===== src/sv/ffea_pkg.sv =====
package ffea_pkg;

    // Table geometry.
    localparam int MAX_EXTENTS = 16;
    localparam int IDX_W       = $clog2(MAX_EXTENTS);
    localparam int CNT_W       = $clog2(MAX_EXTENTS + 1);

    // Operation codes.
    localparam logic [1:0] OP_ALLOC       = 2'd0;
    localparam logic [1:0] OP_RELEASE     = 2'd1;
    localparam logic [1:0] OP_RELEASE_ALL = 2'd2;
    localparam logic [1:0] OP_PROBE       = 2'd3;

    // Status codes.
    localparam logic [2:0] ST_OK          = 3'd0;
    localparam logic [2:0] ST_NO_SPACE    = 3'd1;
    localparam logic [2:0] ST_BAD_ADDR    = 3'd2;
    localparam logic [2:0] ST_DOUBLE_FREE = 3'd3;
    localparam logic [2:0] ST_FULL        = 3'd4;

    // Configuration register indexes.
    localparam logic CFG_REGION_BASE   = 1'b0;
    localparam logic CFG_REGION_LENGTH = 1'b1;

    typedef struct packed {
        logic [1:0]  op;
        logic [31:0] request_length;
        logic [31:0] release_address;
    } req_t;

    typedef struct packed {
        logic [31:0] block_address;
        logic [2:0]  status;
    } res_t;

    typedef struct packed {
        logic [31:0] start;
        logic [31:0] length;
    } ext_t;

endpackage


===== src/sv/first_fit_extent_allocator_core.sv =====
// First-fit extent allocator.
// Command channel: an operation beat is taken when start is high and busy is
// low. Operations are allocate, release, release all and probe. Each beat
// yields exactly one result beat on result, marked by done for one cycle;
// the receiver cannot stall it.
// Configuration channel: cfg_valid/cfg_ready with cfg_index (0 region base,
// 1 region length) and cfg_data. cfg_ready is always high; write only while
// the block is idle.
// The free list lives in a 16-entry synchronous memory with registered reads.
// Allocate, probe and release walk the table one entry at a time, each
// entry read (S_SCAN_RD) and then compared (S_SCAN_CHK); release all and
// a release out of the region finish without a walk. Removing or
// inserting an entry adds a move of the tail, one read and one write per
// moved entry. One operation is in flight at a time.
// Reset empties the table and clears the region registers; no clearing pass
// is needed since only entries below the count are ever read.
module first_fit_extent_allocator_core (
    input  logic                 clk,
    input  logic                 rst_n,
    input  logic                 start,
    output logic                 busy,
    input  ffea_pkg::req_t       req,
    output logic                 done,
    output ffea_pkg::res_t       result,
    input  logic                 cfg_valid,
    output logic                 cfg_ready,
    input  logic                 cfg_index,
    input  logic [31:0]          cfg_data
);

    typedef enum logic [2:0] {
        S_IDLE,
        S_SCAN_RD,
        S_SCAN_CHK,
        S_REL_DEC,
        S_DOWN_RD,
        S_DOWN_WR,
        S_UP_RD,
        S_UP_WR
    } state_t;

    state_t                            state_reg;
    ffea_pkg::req_t                    req_reg;
    ffea_pkg::res_t                    result_reg;
    logic                              done_reg;
    logic [31:0]                       region_base_reg;
    logic [31:0]                       region_length_reg;
    logic [ffea_pkg::CNT_W-1:0]        count_reg;
    logic [ffea_pkg::CNT_W-1:0]        idx_reg;
    logic [ffea_pkg::CNT_W-1:0]        pos_reg;
    ffea_pkg::ext_t                    prev_reg;
    ffea_pkg::ext_t                    nxt_reg;
    logic                              has_next_reg;
    ffea_pkg::ext_t                    rd_data_reg;

    // Table memory and its port controls.
    ffea_pkg::ext_t                    mem [ffea_pkg::MAX_EXTENTS];
    logic [ffea_pkg::IDX_W-1:0]        rd_addr;
    logic                              wr_en;
    logic [ffea_pkg::IDX_W-1:0]        wr_addr;
    ffea_pkg::ext_t                    wr_data;

    logic                              accept;
    logic [ffea_pkg::CNT_W-1:0]        idx_inc;
    logic [ffea_pkg::CNT_W-1:0]        idx_dec;
    logic                              scan_end;
    logic                              fits;
    logic                              at_or_above;
    logic [31:0]                       alloc_rem;
    logic [32:0]                       in_end;
    logic [32:0]                       region_end;
    logic                              bad_addr;
    logic                              has_prev;
    logic [32:0]                       prev_end;
    logic [32:0]                       next_sum;
    logic                              dbl_free;
    logic                              merge_next;
    logic [31:0]                       new_len;
    logic [32:0]                       prev_sum;
    logic                              merge_prev;
    logic                              table_full;

    assign accept    = start && (state_reg == S_IDLE);
    assign busy      = (state_reg != S_IDLE);
    assign done      = done_reg;
    assign result    = result_reg;
    assign cfg_ready = 1'b1;

    // Scan and move arithmetic.
    assign idx_inc     = idx_reg + 1'b1;
    assign idx_dec     = idx_reg - 1'b1;
    assign scan_end    = (idx_reg == count_reg);
    assign fits        = (rd_data_reg.length >= req_reg.request_length);
    assign at_or_above = (rd_data_reg.start >= req_reg.release_address);
    assign alloc_rem   = rd_data_reg.length - req_reg.request_length;

    // Release range check against the region, taken on the command beat.
    assign in_end     = {1'b0, req.release_address} + {1'b0, req.request_length};
    assign region_end = {1'b0, region_base_reg} + {1'b0, region_length_reg};
    assign bad_addr   = (req.release_address < region_base_reg) || (in_end > region_end);

    // Release decision against the previous and next neighbors.
    assign has_prev   = (idx_reg != '0);
    assign prev_end   = {1'b0, prev_reg.start} + {1'b0, prev_reg.length};
    assign next_sum   = {1'b0, req_reg.request_length} + {1'b0, nxt_reg.length};
    assign dbl_free   = (has_prev && (prev_end > {1'b0, req_reg.release_address}))
                     || (has_next_reg && ({1'b0, nxt_reg.start} <
                         ({1'b0, req_reg.release_address} + {1'b0, req_reg.request_length})));
    assign merge_next = has_next_reg && !next_sum[32]
                     && (({1'b0, req_reg.release_address} + {1'b0, req_reg.request_length})
                         == {1'b0, nxt_reg.start});
    assign new_len    = merge_next ? next_sum[31:0] : req_reg.request_length;
    assign prev_sum   = {1'b0, prev_reg.length} + {1'b0, new_len};
    assign merge_prev = has_prev && !prev_sum[32]
                     && (prev_end == {1'b0, req_reg.release_address});
    assign table_full = (count_reg == ffea_pkg::CNT_W'(ffea_pkg::MAX_EXTENTS));

    // Memory port selection.
    always_comb
    begin
        rd_addr = idx_reg[ffea_pkg::IDX_W-1:0];
        wr_en   = 1'b0;
        wr_addr = idx_reg[ffea_pkg::IDX_W-1:0];
        wr_data = rd_data_reg;
        unique case (state_reg)
            S_IDLE:
            begin
                if (accept && req.op == ffea_pkg::OP_RELEASE_ALL)
                begin
                    wr_en   = 1'b1;
                    wr_addr = '0;
                    wr_data = '{start: region_base_reg, length: region_length_reg};
                end
            end
            S_SCAN_CHK:
            begin
                if (req_reg.op == ffea_pkg::OP_ALLOC && fits && alloc_rem != '0)
                begin
                    wr_en   = 1'b1;
                    wr_data = '{start: rd_data_reg.start + req_reg.request_length,
                                length: alloc_rem};
                end
            end
            S_REL_DEC:
            begin
                if (!dbl_free && merge_prev)
                begin
                    wr_en   = 1'b1;
                    wr_addr = idx_dec[ffea_pkg::IDX_W-1:0];
                    wr_data = '{start: prev_reg.start, length: prev_sum[31:0]};
                end
                else if (!dbl_free && merge_next)
                begin
                    wr_en   = 1'b1;
                    wr_data = '{start: req_reg.release_address, length: new_len};
                end
            end
            S_DOWN_RD:
            begin
                rd_addr = idx_inc[ffea_pkg::IDX_W-1:0];
            end
            S_DOWN_WR:
            begin
                wr_en = 1'b1;
            end
            S_UP_RD:
            begin
                rd_addr = idx_dec[ffea_pkg::IDX_W-1:0];
                if (idx_reg == pos_reg)
                begin
                    wr_en   = 1'b1;
                    wr_data = '{start: req_reg.release_address,
                                length: req_reg.request_length};
                end
            end
            S_UP_WR:
            begin
                wr_en = 1'b1;
            end
            default:
            begin
                wr_en = 1'b0;
            end
        endcase
    end

    // Synchronous table memory.
    always_ff @(posedge clk)
    begin
        if (wr_en)
        begin
            mem[wr_addr] <= wr_data;
        end
        rd_data_reg <= mem[rd_addr];
    end

    // Configuration registers.
    always_ff @(posedge clk or negedge rst_n)
    begin
        if (!rst_n)
        begin
            region_base_reg   <= '0;
            region_length_reg <= '0;
        end
        else if (cfg_valid && cfg_ready)
        begin
            unique case (cfg_index)
                ffea_pkg::CFG_REGION_BASE:   region_base_reg   <= cfg_data;
                ffea_pkg::CFG_REGION_LENGTH: region_length_reg <= cfg_data;
                default:                     region_base_reg   <= region_base_reg;
            endcase
        end
    end

    // Operation sequencer.
    always_ff @(posedge clk or negedge rst_n)
    begin
        if (!rst_n)
        begin
            state_reg    <= S_IDLE;
            done_reg     <= 1'b0;
            count_reg    <= '0;
            idx_reg      <= '0;
            pos_reg      <= '0;
            has_next_reg <= 1'b0;
            result_reg   <= '0;
            req_reg      <= '0;
            prev_reg     <= '0;
            nxt_reg      <= '0;
        end
        else
        begin
            done_reg <= 1'b0;
            unique case (state_reg)
                S_IDLE:
                begin
                    if (accept)
                    begin
                        req_reg <= req;
                        idx_reg <= '0;
                        if (req.op == ffea_pkg::OP_RELEASE_ALL)
                        begin
                            count_reg  <= ffea_pkg::CNT_W'(1);
                            result_reg <= '{block_address: '0, status: ffea_pkg::ST_OK};
                            done_reg   <= 1'b1;
                        end
                        else if (req.op == ffea_pkg::OP_RELEASE && bad_addr)
                        begin
                            result_reg <= '{block_address: '0,
                                            status: ffea_pkg::ST_BAD_ADDR};
                            done_reg   <= 1'b1;
                        end
                        else
                        begin
                            state_reg <= S_SCAN_RD;
                        end
                    end
                end
                S_SCAN_RD:
                begin
                    if (scan_end)
                    begin
                        if (req_reg.op == ffea_pkg::OP_RELEASE)
                        begin
                            has_next_reg <= 1'b0;
                            state_reg    <= S_REL_DEC;
                        end
                        else
                        begin
                            result_reg <= '{block_address: '0,
                                            status: ffea_pkg::ST_NO_SPACE};
                            done_reg   <= 1'b1;
                            state_reg  <= S_IDLE;
                        end
                    end
                    else
                    begin
                        state_reg <= S_SCAN_CHK;
                    end
                end
                S_SCAN_CHK:
                begin
                    if (req_reg.op == ffea_pkg::OP_RELEASE)
                    begin
                        if (at_or_above)
                        begin
                            nxt_reg      <= rd_data_reg;
                            has_next_reg <= 1'b1;
                            state_reg    <= S_REL_DEC;
                        end
                        else
                        begin
                            prev_reg  <= rd_data_reg;
                            idx_reg   <= idx_inc;
                            state_reg <= S_SCAN_RD;
                        end
                    end
                    else if (fits)
                    begin
                        result_reg <= '{block_address: rd_data_reg.start,
                                        status: ffea_pkg::ST_OK};
                        if (req_reg.op == ffea_pkg::OP_ALLOC && alloc_rem == '0)
                        begin
                            state_reg <= S_DOWN_RD;
                        end
                        else
                        begin
                            done_reg  <= 1'b1;
                            state_reg <= S_IDLE;
                        end
                    end
                    else
                    begin
                        idx_reg   <= idx_inc;
                        state_reg <= S_SCAN_RD;
                    end
                end
                S_REL_DEC:
                begin
                    result_reg.block_address <= '0;
                    if (dbl_free)
                    begin
                        result_reg.status <= ffea_pkg::ST_DOUBLE_FREE;
                        done_reg          <= 1'b1;
                        state_reg         <= S_IDLE;
                    end
                    else if (merge_prev)
                    begin
                        result_reg.status <= ffea_pkg::ST_OK;
                        if (merge_next)
                        begin
                            state_reg <= S_DOWN_RD;
                        end
                        else
                        begin
                            done_reg  <= 1'b1;
                            state_reg <= S_IDLE;
                        end
                    end
                    else if (merge_next)
                    begin
                        result_reg.status <= ffea_pkg::ST_OK;
                        done_reg          <= 1'b1;
                        state_reg         <= S_IDLE;
                    end
                    else if (table_full)
                    begin
                        result_reg.status <= ffea_pkg::ST_FULL;
                        done_reg          <= 1'b1;
                        state_reg         <= S_IDLE;
                    end
                    else
                    begin
                        result_reg.status <= ffea_pkg::ST_OK;
                        pos_reg           <= idx_reg;
                        idx_reg           <= count_reg;
                        state_reg         <= S_UP_RD;
                    end
                end
                // Remove entry idx by moving the tail down one place.
                S_DOWN_RD:
                begin
                    if (idx_inc >= count_reg)
                    begin
                        count_reg <= count_reg - 1'b1;
                        done_reg  <= 1'b1;
                        state_reg <= S_IDLE;
                    end
                    else
                    begin
                        state_reg <= S_DOWN_WR;
                    end
                end
                S_DOWN_WR:
                begin
                    idx_reg   <= idx_inc;
                    state_reg <= S_DOWN_RD;
                end
                // Open a slot at pos by moving the tail up one place.
                S_UP_RD:
                begin
                    if (idx_reg == pos_reg)
                    begin
                        count_reg <= count_reg + 1'b1;
                        done_reg  <= 1'b1;
                        state_reg <= S_IDLE;
                    end
                    else
                    begin
                        state_reg <= S_UP_WR;
                    end
                end
                S_UP_WR:
                begin
                    idx_reg   <= idx_dec;
                    state_reg <= S_UP_RD;
                end
                default:
                begin
                    state_reg <= S_IDLE;
                end
            endcase
        end
    end

`ifndef SYNTHESIS
    // The extent count never exceeds the table size.
    a_count_bound: assert property (@(posedge clk) disable iff (!rst_n)
        count_reg <= ffea_pkg::CNT_W'(ffea_pkg::MAX_EXTENTS))
        else $error("extent count beyond table size");

    // A failing beat never carries an address.
    a_fail_zero: assert property (@(posedge clk) disable iff (!rst_n)
        (done && result.status != ffea_pkg::ST_OK) |-> (result.block_address == '0))
        else $error("failure result with nonzero address");

    // Release operations that finish after a table walk report address zero.
    a_release_zero: assert property (@(posedge clk) disable iff (!rst_n)
        (done && state_reg == S_IDLE && $past(state_reg) != S_IDLE
         && (req_reg.op == ffea_pkg::OP_RELEASE || req_reg.op == ffea_pkg::OP_RELEASE_ALL))
        |-> (result.block_address == '0))
        else $error("release result with nonzero address");

    // A table insert only starts when a slot is free.
    a_insert_room: assert property (@(posedge clk) disable iff (!rst_n)
        (state_reg == S_UP_RD) |-> !table_full)
        else $error("insert into full table");
`endif

endmodule

===== config.mk =====
export PLATFORM = sky130hd
export DESIGN_NAME = first_fit_extent_allocator_core
export DESIGN_NICKNAME = d
export VERILOG_FILES = /design/src/sv/ffea_pkg.sv /design/src/sv/first_fit_extent_allocator_core.sv
export SDC_FILE = /design/constraint.sdc
export NUM_CORES = 2
export LEC_CHECK = 0
export ABC_CLOCK_PERIOD_IN_PS = 21300
export BUFFER_PORTS_ARGS = -buffer_cell sky130_fd_sc_hd__buf_2
export CORE_MARGIN = 2
export CORE_UTILIZATION = 47
export DETAILED_ROUTE_END_ITERATION = 7
export SLEW_MARGIN = 25
export SYNTH_ARGS = -nofsm -noshare
export SYNTH_HDL_FRONTEND = slang
export SYNTH_SLANG_ARGS = --single-unit

===== constraint.sdc =====
create_clock -name clk -period 21.3 [get_ports clk]
set_input_delay 2.13 -clock clk [delete_from_list [all_inputs] [get_ports clk]]
set_output_delay 2.13 -clock clk [all_outputs]
set_load 0.05 [all_outputs]

; ---- Yosys cells after proc, flatten, opt, wreduce, memory -nomap -nowiden
; Memories as Yosys holds them, arrays and structs flattened. A register that Yosys moved wholly into a read port is not among the register bits.
; Index checks and enable logic that the tools add are counted.
[totals]
register_bits = 313
ramBits = 1024
out_inout_bits = 38
n_memories = 1
[op_classes]
addsub = 12
n_lt_le_gt_ge = 7
n_eq_ne = 35
n_mux = 82
n_bitwise = 6
n_reduce_logical = 41
[memory_table]
columns = name, words, word_bits, rd, rd_clocked_by_memory_dff, wr, line
row1 = mem, 16, 64, 1, 1, 1, first_fit_extent_allocator_core.sv:57  ; ffea_pkg::ext_t mem [ffea_pkg::MAX_EXTENTS];
[op_table]
columns = cell, n
row1 = $mux 64, 5
row2 = $pmux 64 s4, 1
row3 = $mux 35, 7
row4 = $add 32x32->33, 6
row5 = $pmux 35 s4, 1
row6 = $eq 33x32->1, 2
row7 = $ge 32x32->1, 2
row8 = $mux 5, 12
row9 = $mux 3, 18
row10 = $gt 33x32->1, 1
row11 = $gt 33x33->1, 1
row12 = $lt 32x33->1, 1
row13 = $add 32x32->32, 1
row14 = $logic_not 32->1, 1
row15 = $lt 32x32->1, 1
row16 = $mux 32, 1
row17 = $ne 2x2->1 const B, 16
row18 = $reduce_bool 32->1, 1
row19 = $sub 32x32->32, 1
row20 = $mux 1, 25
row21 = $pmux 5 s5, 1
row22 = $pmux 3 s8, 1
row23 = $pmux 4 s2, 2
row24 = $pmux 5 s3, 1
row25 = 34 further kinds, 74

; ---- Depth between registers and ports, before layout
[depth]
depth_word = 14
ltp_mapped = 41
ltp_nobuf = 37

; ---- Worst setup path after synthesis
; No wires, ideal clock.
[synth_timing]
kind = reg2reg
startpoint = register req_reg[14] in the netlist's numbering
endpoint = memory mem[0][0] in the netlist's numbering, enable pin
setup_time_ns = 0.486
arrival_ns = 10.229
t_required_ns = 20.814
path_slack_ns = 10.585
stages_incl_launch_ff = 39
path_buffers = 3
cell_sequence = dfrtp_1 -> ha_1 -> a21o_1 -> a21o_1 -> or4_1 -> a211o_1 -> o211a_1 -> nor2_1 -> a21oi_1 -> a41oi_1 -> a21oi_1 -> o21ai_0 -> nand2b_1 -> xnor2_1 -> ha_1 -> nand4_1 -> nor4_1 -> nand3_1 -> [... 3 more ...] -> clkbuf_1 -> nand2_1 -> nand2_1 -> ha_1 -> fa_1 -> a211oi_1 -> or3_1 -> a31oi_1 -> nand4_1 -> a41oi_1 -> nand3_1 -> o21ai_0 -> clkbuf_1 -> nor3_1 -> o21ai_0 -> a22o_1 -> or2_2 -> nor2_1
[synth_between]
elab_chain_cells = 13
elab_cells_between_ends = 24
cone_classes = add/sub (2) / order compare (2) / eq/ne (2) / mux (8) / reduce/logical (10)
[synth_rtl]
columns = element, line
row1 = start: declaration, first_fit_extent_allocator_core.sv:43  ; ffea_pkg::req_t req_reg;
row2 = start signal: assignment, first_fit_extent_allocator_core.sv:239  ; req_reg <= req;
row3 = $add 32x32->33, "first_fit_extent_allocator_core.sv:108, first_fit_extent_allocator_core.sv:110"
row4 = $eq 33x32->1, first_fit_extent_allocator_core.sv:111  ; == {1'b0, nxt_reg.start});
row5 = $logic_and 1x1->1, first_fit_extent_allocator_core.sv:110  ; && (({1'b0, req_reg.release_address} + {1'b0, req_reg.request_length})
row6 = $mux 32, first_fit_extent_allocator_core.sv:112  ; assign new_len = merge_next ? next_sum[31:0] : req_reg.request_length;
row7 = $add 32x32->33, first_fit_extent_allocator_core.sv:113  ; assign prev_sum = {1'b0, prev_reg.length} + {1'b0, new_len};
row8 = $logic_not 1->1, first_fit_extent_allocator_core.sv:114  ; assign merge_prev = has_prev && !prev_sum[32]
row9 = $logic_and 1x1->1, first_fit_extent_allocator_core.sv:114
row10 = $logic_and 1x1->1, first_fit_extent_allocator_core.sv:115  ; && (prev_end == {1'b0, req_reg.release_address});
row11 = $logic_and 1x1->1, first_fit_extent_allocator_core.sv:146  ; if (!dbl_free && merge_prev)
row12 = $mux 1, first_fit_extent_allocator_core.sv:146
row13 = $pmux 1 s5, first_fit_extent_allocator_core.sv:125  ; unique case (state_reg)
row14 = $mux 1, first_fit_extent_allocator_core.sv:190  ; if (wr_en)
row15 = $mux 1 (implied by the code), first_fit_extent_allocator_core.sv:192  ; mem[wr_addr] <= wr_data;
row16 = end: declaration, first_fit_extent_allocator_core.sv:57
; Parallel ways exist; a longest one is shown, timed or not.

; ---- Worst setup path after layout
[layout_timing]
startpoint = register req_reg[33] in the netlist's numbering
endpoint = memory mem[12][33] in the netlist's numbering, enable pin
[layout_between]
elab_chain_cells = 14
elab_cells_between_ends = 30
cone_classes = add/sub (4) / order compare (2) / eq/ne (1) / mux (9) / reduce/logical (14)
[layout_rtl]
columns = element
row1 = "parallel branches: the longest is 14 deep, another holds $add 32x32->33"
; Parallel ways; which one is timed is not known.

==> summary.md <==
| Metric | Value |
|---|---|
| WL final | `247 mm` |
| Cells after Synth | `5761` |
| Initial DRC count | `5785` |
| Post-synthesis sequential area ratio | `54.6%` |
| GR Util met3 | `4.71%` |
| Fraction of layout cells with a size suffix above 1 | `16.6%` |
| Largest area contributor in the netlist | `edfxtp_1` |
| GRT met1 Usage | `44.0%` |
| Required @ worst endpoint | `21.75 ns` |
| Clock Path Buffers | `3` |
| Number of global-route vias before repair | `50300` |
| Worst Skew | `0.0538 ns` |
| Rel. slew slack | `25.5%` |
| Unrepaired setup endpoints after global routing | `false` |
| Tcrit/Tclk final | `56.3%` |
| Die height | `398 um` |
| Post-DP HPWL | `179 mm` |
| Initial core utilization | `47.4%` |
| Die Width | `398 um` |
| FFs w/ async S/R, synth | `22.3%` |
| Most frequent cells in the layout | `1024 x edfxtp_1, 501 x nand2_1, 425 x ha_1` |
| Main combinational cell family by area after synthesis | `compound AO/OA/AOI/OAI gates` |
| Worst-path maximum fanout | `46` |
| Post-synthesis cell area | `0.0731 mm2` |
| Slew Limit Fails | `0` |
| Initial antenna violation count | `19` |
| Gr usage total | `31.1%` |
| Post-Syn Area per Cell | `12.7 um2` |
| Largest net degree at the start of global routing | `93` |
| Flops & latches, synth | `1401` |
| Minimum clock period | `12.00 ns` |
| Routability cong. | `1.03` |
| Slowest cell on the critical path | `or4_4` |
| CTS H-tree lvls | `4` |
| GR peak layer | `met2` |
| Crit path DAT | `12.45 ns` |
| Synth top area cells | `edfxtp_1 42%, dfrtp_1 11%, mux4_2 7.9%, ha_1 7.3%, o21ai_0 2.6%` |
| Cts repair resizes | `0` |
| Status | `finished clean` |
| Post-CTS setup repair buffer count | `0` |
| Synth top area share | `42.1%` |
| Via count | `51500` |
| Row Count | `144` |
| Final Hold Vio Count | `0` |
| Worst-Margin Slew | `1.10 ns` |
| Grt ovf | `0` |
| Vias per std cell | `6.36` |
| Port-buffer cells | `139` |
| Post-synthesis adder-cell area fraction | `7.52%` |
| Worst Setup Start Kind | `register` |
| Crit path max-delay family | `simple AND/OR/NAND/NOR gates` |
| Crit Path Class | `reg2reg` |
| Wire length of the first global-routing pass | `356 mm` |
| Area Growth Syn to Fin | `11.8%` |
| Placeable Area | `0.154 mm2` |
| CP most frequent cell | `nand2_1` |
| CTS tree | `built` |
| Hold Buf Count CTS | `0` |
| Fill count | `13100` |
| Post-synthesis mux area share | `11.0%` |
| Worst Hold Class | `reg2reg` |
| XOR/XNOR Fraction of Synth Area | `2.78%` |
| DRC viols | `0` |
| NumNets Final | `6467` |
| Max FFs per register | `1024` |
| Utilization after layout | `53.0%` |
| Synth unique cells | `106` |
| WHS | `0.488 ns` |
| Most common cell after layout, fill and taps aside | `edfxtp_1` |
| Root buf cell | `clkbuf_16` |
| Total of max-cap violations | `0` |
| Clk_lat worst skew | `0.83 ns` |
| Simple-Gate Fraction of Synth Area | `7.95%` |
| Synth Area in Compound Gates | `13.7%` |
| Clock transition at the registers of the reported paths | `0.07 ns` |
| CP peak stage delay | `0.70 ns` |
| Warnings from Yosys | `0` |
| I/O Pins | `141` |
| Met2 Resource Use GR | `47.2%` |
| Routed WL per cell | `30.5 um` |
| Worst Setup End Kind | `register` |
| Top FF cell, synth | `edfxtp_1` |
| Num CTS Buffers | `149` |
| Post-route antenna net violation count | `0` |
| Max Fclk | `83.4 MHz` |
| CP bufs+invs | `3` |
| # clock sinks | `1401` |
| Setup TNS | `0 ns` |
| EDFF count, synth | `1024` |
| DRT Pass-1 Iters | `6` |
| Setup violations, final | `0` |
| Die area | `0.159 mm2` |
| Post-Syn Nets | `6298` |
-- synthesized netlist by cell type, types with 27 or more instances --
library cell and n:
o21a_1 68, o22ai_1 27, and3_1 37, nor2_1 243, a221o_1 31, clkbuf_1 172, dfrtp_1 313, xor2_1 93
mux2_2 162, a221oi_1 58, nor2b_1 37, a21oi_1 340, xnor2_1 139, nor3_1 64, nand2b_1 40, a31oi_1 97
edfxtp_1 1024, and2_1 85, mux2i_1 38, a21o_1 136, ha_1 425, o21ai_0 382, o21bai_1 40, mux4_2 256
a211oi_1 105, nand4_1 48, buf_1 38, inv_1 221, nand2_1 501, dfxtp_1 64, nand3_1 69
-- final timing paths --
| check | to | start | cells after the start | slack [ns] |
|---|---|---|---|---|
| hold / removal | nxt_reg[0] | nxt_reg[0] | 2 | 0.49 |
| hold reg to reg | nxt_reg[0] | nxt_reg[0] | 2 | 0.49 |
| max in group asynchronous | prev_reg[10] | rst_n | 4 | 16.94 |
| setup / recovery | mem[12][33] | req_reg[33] | 38 | 9.30 |
| setup reg to reg | mem[12][33] | req_reg[33] | 38 | 9.30 |
| min in group asynchronous | region_length_reg[30] | rst_n | 1 | 1.35 |
-- per-layer routing --
metal	wire [um]	part of all wire, %	vias up
met1	105000	42	26100
met3	19300	7.8	471
met5	32	0.013	-
met2	110000	45	2361
li1	-	-	22600
met4	12800	5.2	4
-- logic make-up after synthesis --
logic type | Yosys count
AO/OA/AOI/OAI | 1539
other | 1
buffers and inverters | 466
AND/OR/NAND/NOR | 1229
XOR/XNOR | 232
multiplexers | 459
adder cells (fa/ha/maj) | 434
flip-flops | 1401
-- stage by stage --
step	cells	cell area [um2]	setup WS [ns]
2_1_floorplan	5761	73100	10.59
3_3_place_gp	7823	76600	9.60
3_5_place_dp	7823	76700	9.60
4_1_cts	8093	81600	9.52
5_1_grt	8094	81700	8.77
6_report	8102	81700	9.30
-- area by class of cell --
| type | instances | area, um2 | area share [%] |
|---|---|---|---|
| antenna | 9 | 22.5 | 0.0276 |
| inverter | 223 | 837 | 1.02 |
| multi-input combinational | 3894 | 31800 | 38.9 |
| clock inverter | 64 | 831 | 1.02 |
| timing repair buffer | 261 | 1640 | 2.01 |
| clock buffer | 206 | 4150 | 5.08 |
| sequential | 1401 | 39900 | 48.8 |
| tap | 2044 | 2560 | 3.13 |
-- worst reg2reg max path, delay by kind of cell (launching register included) --
| family | cells | cell delay [ns] |
|---|---|---|
| xor gates and xnor gates | 1 | 0.09 |
| buffers and inverters | 3 | 1.28 |
| and+or+nand+nor | 17 | 4.82 |
| adders and majority gates | 4 | 1.49 |
| AOI/OAI and AO/OA | 13 | 3.34 |
| DFF | 1 | 0.56 |
Power is not shown: default switching activity piles up to over one toggle a cycle in this logic, so the estimate is an artifact.
